<file path="src/rtl/bbts_pkg.sv">
// ----------------------------------------------------------------------------
// bbts_pkg
// shared types and constants of the balanced bucket tick scheduler
// ----------------------------------------------------------------------------
package bbts_pkg;

  localparam int DEF_NUM_BUCKETS  = 8;
  localparam int DEF_BUCKET_DEPTH = 32;
  localparam int HANDLE_BITS      = 16;

  localparam int IN_DATA_W  = 24;
  localparam int IN_USER_W  = 2;
  localparam int OUT_DATA_W = 24;
  localparam int OUT_USER_W = 5;

  typedef enum logic [1:0] {
    FN_REG   = 2'd0,
    FN_UNREG = 2'd1,
    FN_TICK  = 2'd2
  } func_t;

  typedef enum logic [2:0] {
    KD_PLACED     = 3'd0,
    KD_REMOVED    = 3'd1,
    KD_MOVED      = 3'd2,
    KD_TICK_ENTRY = 3'd3,
    KD_TICK_EMPTY = 3'd4,
    KD_ERROR      = 3'd5
  } kind_t;

  typedef enum logic [1:0] {
    ER_NONE     = 2'd0,
    ER_FULL     = 2'd1,
    ER_RANGE    = 2'd2,
    ER_MISMATCH = 2'd3
  } err_t;

  typedef enum logic [1:0] {
    S_IDLE,
    S_EXEC,
    S_TICK
  } state_t;

  typedef enum logic [1:0] {
    CNT_HOLD,
    CNT_INC,
    CNT_DEC
  } cnt_op_t;

endpackage

</file>
<file path="src/rtl/bbts_counts.sv">
// ----------------------------------------------------------------------------
// bbts_counts
// per-bucket fill counts with least-loaded search and one update per cycle
// ----------------------------------------------------------------------------
module bbts_counts #(
  parameter int NUM_BUCKETS = 8,
  parameter int BKT_W       = 3,
  parameter int CNT_W       = 6
) (
  input  logic                    clk,
  input  logic                    rst_n,
  input  bbts_pkg::cnt_op_t       upd_op,
  input  logic [BKT_W-1:0]        upd_idx,
  input  logic [BKT_W-1:0]        rd_idx,
  output logic [CNT_W-1:0]        rd_cnt,
  output logic [BKT_W-1:0]        best_idx,
  output logic [CNT_W-1:0]        best_cnt
);

  import bbts_pkg::*;

  localparam int IDX_XW = BKT_W + 1;

  logic [CNT_W-1:0] cnt_r [NUM_BUCKETS];

  always_ff @(posedge clk) begin
    if (!rst_n) begin
      for (int i = 0; i < NUM_BUCKETS; i++) begin
        cnt_r[i] <= '0;
      end
    end else begin
      case (upd_op)
        CNT_INC: cnt_r[upd_idx] <= CNT_W'(cnt_r[upd_idx] + CNT_W'(1));
        CNT_DEC: cnt_r[upd_idx] <= CNT_W'(cnt_r[upd_idx] - CNT_W'(1));
        default: ;
      endcase
    end
  end

  // out-of-range bucket reads as empty
  assign rd_cnt = (IDX_XW'(rd_idx) < IDX_XW'(NUM_BUCKETS)) ? cnt_r[rd_idx] : '0;

  // least loaded, lowest index on a tie
  always_comb begin
    best_idx = '0;
    best_cnt = cnt_r[0];
    for (int i = 1; i < NUM_BUCKETS; i++) begin
      if (cnt_r[i] < best_cnt) begin
        best_idx = BKT_W'(i);
        best_cnt = cnt_r[i];
      end
    end
  end

endmodule

</file>
<file path="config.mk">
export PLATFORM = sky130hd
export DESIGN_NAME = bbts_counts
export DESIGN_NICKNAME = d
export VERILOG_FILES = /design/src/rtl/bbts_pkg.sv /design/src/rtl/bbts_counts.sv
export SDC_FILE = /design/constraint.sdc
export NUM_CORES = 1
export LEC_CHECK = 0
export BUFFER_PORTS_ARGS = -buffer_cell sky130_fd_sc_hd__buf_2
export CAP_MARGIN = 20
export CORE_AREA = 5 5 96 98
export CTS_CLUSTER_DIAMETER = 30
export DETAILED_ROUTE_END_ITERATION = 8
export DIE_AREA = 0 0 101 103
export PLACE_DENSITY = 0.77
export SKIP_CTS_REPAIR_TIMING = 1
export SLEW_MARGIN = 20
export SYNTH_ARGS = -nofsm -noshare
export SYNTH_HDL_FRONTEND = slang
export SYNTH_SLANG_ARGS = --single-unit
</file>
<file path="constraint.sdc">
create_clock -name clk -period 12.7 [get_ports clk]
set_input_delay 1.905 -clock clk [delete_from_list [all_inputs] [get_ports clk]]
set_output_delay 1.905 -clock clk [all_outputs]
set_load 0.005 [all_outputs]
</file>
# Yosys cells after proc, flatten, opt, wreduce, memory -nomap -nowiden
# Memory sizes are Yosys's and may differ from the RTL's.
# Index checks and enable logic that the tools add are counted.
dict set report classes {
  n_addsub 2
  multipliers 0
  div_mod_pow 0
  order_cmp 7
  eq_ne 2
  shifts 0
  muxes 25
  n_bitwise 1
  n_reduce_logical 1
}
# cell count
set ops {}
lappend ops {{2-to-1 mux 6 bit} 9}
lappend ops {{less-than comparator 6 bit} 7}
lappend ops {{2-to-1 mux 3 bit} 7}
lappend ops {{2-to-1 mux 1 bit} 9}
lappend ops {{adder 6 x 1 -> 6 bit (second input constant)} 1}
lappend ops {{OR reduction 6 bit} 1}
lappend ops {{subtractor 6 x 1 -> 6 bit (second input constant)} 1}
lappend ops {{equality test 2 x 1 -> 1 bit (second input constant)} 1}
lappend ops {{equality test 2 bit (second input constant)} 1}
lappend ops {{OR 1 bit} 1}
dict set report totals {
  register_bits 0
  latchBits 0
  mem_bits_rw 48
  romBits 0
  in_bits 10
  out_inout_bits 15
  wordCells 39
  mem_count 1
}
# memory words word_bits read_ports rd_clocked_by_memory_dff write_ports line
set memory_table {}
lappend memory_table {cnt_r 8 6 10 0 8 bbts_counts.sv:24} ;# logic [CNT_W-1:0] cnt_r [NUM_BUCKETS];

# Longest topological paths before layout
# An unclocked memory read counts as a cell.
dict set report depth {
  ltp_word 15
  depth_mapped 60
  mapped_depth_nobuf 58
}

# Least setup slack after synthesis
# Ideal clock, no wire load.
dict set report synth_path {
  kind {flip-flop to output port}
  startpoint {memory cnt_r[1][5]}
  endpoint {output best_idx[0]}
  arrival_time_ns 10.250
  slack_ns 0.545
  stages_incl_launch_ff 57
  path_buffers 2
  path_cell_list {edfxtp_1 ha_1 a21oi_1 o21a_1 a21boi_4 a21oi_1 ha_1 nand2_1 o221ai_1 mux2i_1 a21oi_2 clkbuf_1 nor2_1 a21oi_1 inv_1 ha_1 a21oi_1 maj3_1 [21 not listed] o31ai_4 mux2_2 inv_1 ha_1 a21oi_1 nor2b_1 o21ai_0 nand2b_1 a21oi_1 nor3_1 or2_1 ha_1 a21o_1 a21o_1 a21oi_1 inv_1 a21oi_2 a21o_1}
}
# item line
set synth_lines {}
lappend synth_lines {{from (decl)} bbts_counts.sv:24}
lappend synth_lines {{to (decl)} bbts_counts.sv:16} ;# output logic [BKT_W-1:0] best_idx,

==> impl_results.md <==
- Kind of critical path: register to primary output
- Post-synth EDFFs: 48
- Worst slew margin: 34.6%
- Number of hold violations in the final report: 0
- Buf/Inv on CP: 7
- Complex-gate fraction of the synthesized area: 20.5%
- Sum of met3 wire segment lengths after detailed routing: 1.30 mm
- Worst ir drop on vdd: 0.0490 mV
- Achievable clock frequency: 0.0788 GHz
- Wire length on met2: 6.52 mm
- Length of routed wiring on met1: 5.48 mm
- Total vias in the final route: around 4300
- Type of origin of the critical path: register
- Measured slew at the worst slew-check pin: 0.973 ns
- Clock root cell: clkbuf_8
- Total die area: 10400 um^2
- Routed wire length per instance: 22.0 um
- Synth Area per Inst: 9.63 um^2
- Share of the synthesized area in the top cell type: a little under a third
- Final global-route overflow total: 0
- Final-layout worst hold slack: 1.33 ns
- Leakage: roughly 2.1 nW
- DRT antenna net count: 0
- Register bank with the most flops: cnt_r
- Required time of the critical path: 10.80 ns
- Chip width: around 100 um
- CTS tree: done
- Uppermost layer routed: met4
- Total standard cell area after synthesis: 4590 um^2
- Critical path capture point type: primary output
- Area leader, netlist: edfxtp_1
- Largest net degree at the start of global routing: 23
- Area share of xor/xnor cells in the synthesized design: approximately 1.5%
- H-Tree Depth: 2
- Final worst-path cycle share: 99.9%
- Vertical extent of the die: about 100 um
- Gp weighted congestion: 0.941
- Number of global-route vias before repair: 3851
- Proportion of synthesized chip area in sequential cells: 31.4%
- Post-synth top cells: nor2_1, edfxtp_1, nand2_1
- Min cycle time layout: 12.69 ns
- Total of max-cap violations: 0
- Nets in the synthesized netlist: 519
- Cell occurring most often along the worst timing path: inv_1
- Class of the worst hold path: register to register
- HPWL reported at the end of detailed placement: 9.70 mm
- Register bit count reported by yosys: 48
- Wire length of the first global-routing pass: 19.9 mm
- Area Overhead vs Synth: 17.1%
- Post-route clock skew: about 0.0036 ns
- Delay contributed by the slowest stage of the critical path: 0.52 ns
- First drt pass iteration count: 5
- Gate count after technology mapping: 477
- Biggest area contributors in the synthesized netlist: edfxtp_1, mux4_2, ha_1
- Standard-cell rows: 34
- Fraction of synthesized area in multiplexers: 16.1%
- Final core utilization: 64.2%
- Clk Latency, worst-skew pair: 0.29 ns
- Share of post-route cells with drive strength above 1: just over 30%
- Arithmetic-cell share of the synthesized area counting full adders, half adders and majority gates: 9.32%
- Crit path DAT: about 11 ns
- Dominant combinational cell family by area after synthesis: compound AO/OA/AOI/OAI gates
- Core region area: approximately 8400 um^2
- P per Cell Area: between 100 and 150 nW/um^2
- Number of flip-flops under the largest register name: 48
- Result of the run: completed
- Routed via count divided by cell count: 6.71
- Slowest cell on crit path: o41ai_4
- DRC Markers: 0
- Number of antenna diodes: 0
- Quantity of I/O buffers inserted on ports: 24
- Global routing usage summed across all routing layers: 24.9%
- Starting DRC count in detailed routing: 412
- Worst Path Max Fanout: 7
- Number of top-level pins: 25
- Clk pin slew, worst setup/hold paths: 0.08 ns
- Largest delay share family, worst path: compound AO/OA/AOI/OAI gates
- Drt total wl: 14.0 mm
- Distinct cells, synth: 74
- Slew Viols, Final: 0
- Initial antenna violation count: 0
- Initial cell density of the core: 54.8%
- Synthesized-area fraction occupied by and/or/nand/nor cells: 17.4%
- Predominant post-synthesis flop cell: edfxtp_1
- Total of endpoints with negative setup slack in the final report: 0
- Clock tree buffer depth: 2
- TritonCTS Buffers: 5
- Number of nets in the layout: 570
- TritonCTS Sinks: 48
- Registers with the most flip-flops: cnt_r x48
- Proportion of register bits with asynchronous set or reset after synthesis: 0%
- Count leader, synth: nor2_1
- Yosys warning total: 0
## power by group
group	leakage, nW	total (W)	internal (W)	switching (W)
logic	1.61	0.000463	0.000205	0.000257
clock network	0.0399	0.0000845	0.0000384	0.0000461
registers	0.497	0.000197	0.000183	0.0000147
## path summary, 6_finish.rpt
check | startpoint | end | slack (ns) | depth (start not counted)
max | cnt_r[1][5] | best_cnt[1] | 0.008 | 55
min | cnt_r[1][0] | cnt_r[0][0] | 1.33 | 3
max reg2reg | cnt_r[3][0] | cnt_r[6][4] | 9.34 | 7
min reg2reg | cnt_r[1][0] | cnt_r[0][0] | 1.33 | 3
## layout make-up
class                   instances  area, um^2
fillers                       630        3000
flip-flops and latches         48        1440
inverters                      31         116
multi-input cells             386        3230
clock inverters                 1        3.75
clock buffers                   7        76.3
repair buffers                 56         372
well taps                     108         135
## logic make-up after synthesis
| logic type | Yosys count |
|---|---|
| buffers and inverters | 43 |
| AND/OR/NAND/NOR | 176 |
| multiplexers | 46 |
| adder cells (fa/ha/maj) | 34 |
| AO/OA/AOI/OAI | 122 |
| flip-flops | 48 |
| XOR/XNOR | 8 |
## cells in the final DEF (no fill, tap or decap), types with 6 or more instances in the layout
cell / count
mux2_2: 16
nor2_1: 79
a21oi_1: 25
a21o_1: 6
buf_2: 24
inv_1: 28
nor3_1: 8
buf_4: 29
nand3_1: 8
nor2b_1: 7
mux4_2: 20
o31ai_1: 6
ha_4: 7
mux2i_1: 6
nand2b_1: 7
o21ai_0: 9
ha_1: 24
nand2_1: 34
a21oi_2: 10
edfxtp_1: 48
## metal layers
layer | global-route usage (%) | vias to the layer above
met5 | 0 | -
met4 | 11.1 | 0
met3 | 3.65 | 76
met2 | 40.5 | 274
met1 | 33.4 | 2015
li1 | - | 1911
## tightest hold or removal path: cells and delay by family, from the launching register on
| kind | cells | cell delay (ns) |
|---|---|---|
| DFF | 1 | 0.47 |
| and+or+nand+nor | 1 | 0.08 |
| muxes | 2 | 0.61 |
## metrics by stage
step	area, um^2	power, W	setup TNS [ns]	std cells	worst slack [ns]
2_1_floorplan	4590	0.000476	0	477	0.545
3_3_place_gp	4820	0.000564	0	601	0.300
3_5_place_dp	4820	0.000576	-0.266	601	-0.0625
4_1_cts	4900	0.000659	-3.14	609	-0.423
5_1_grt	5380	0.000789	-3.62	637	-0.467
6_report	5380	0.000745	0	637	0.00791
Power figures use the tool's default switching activity.
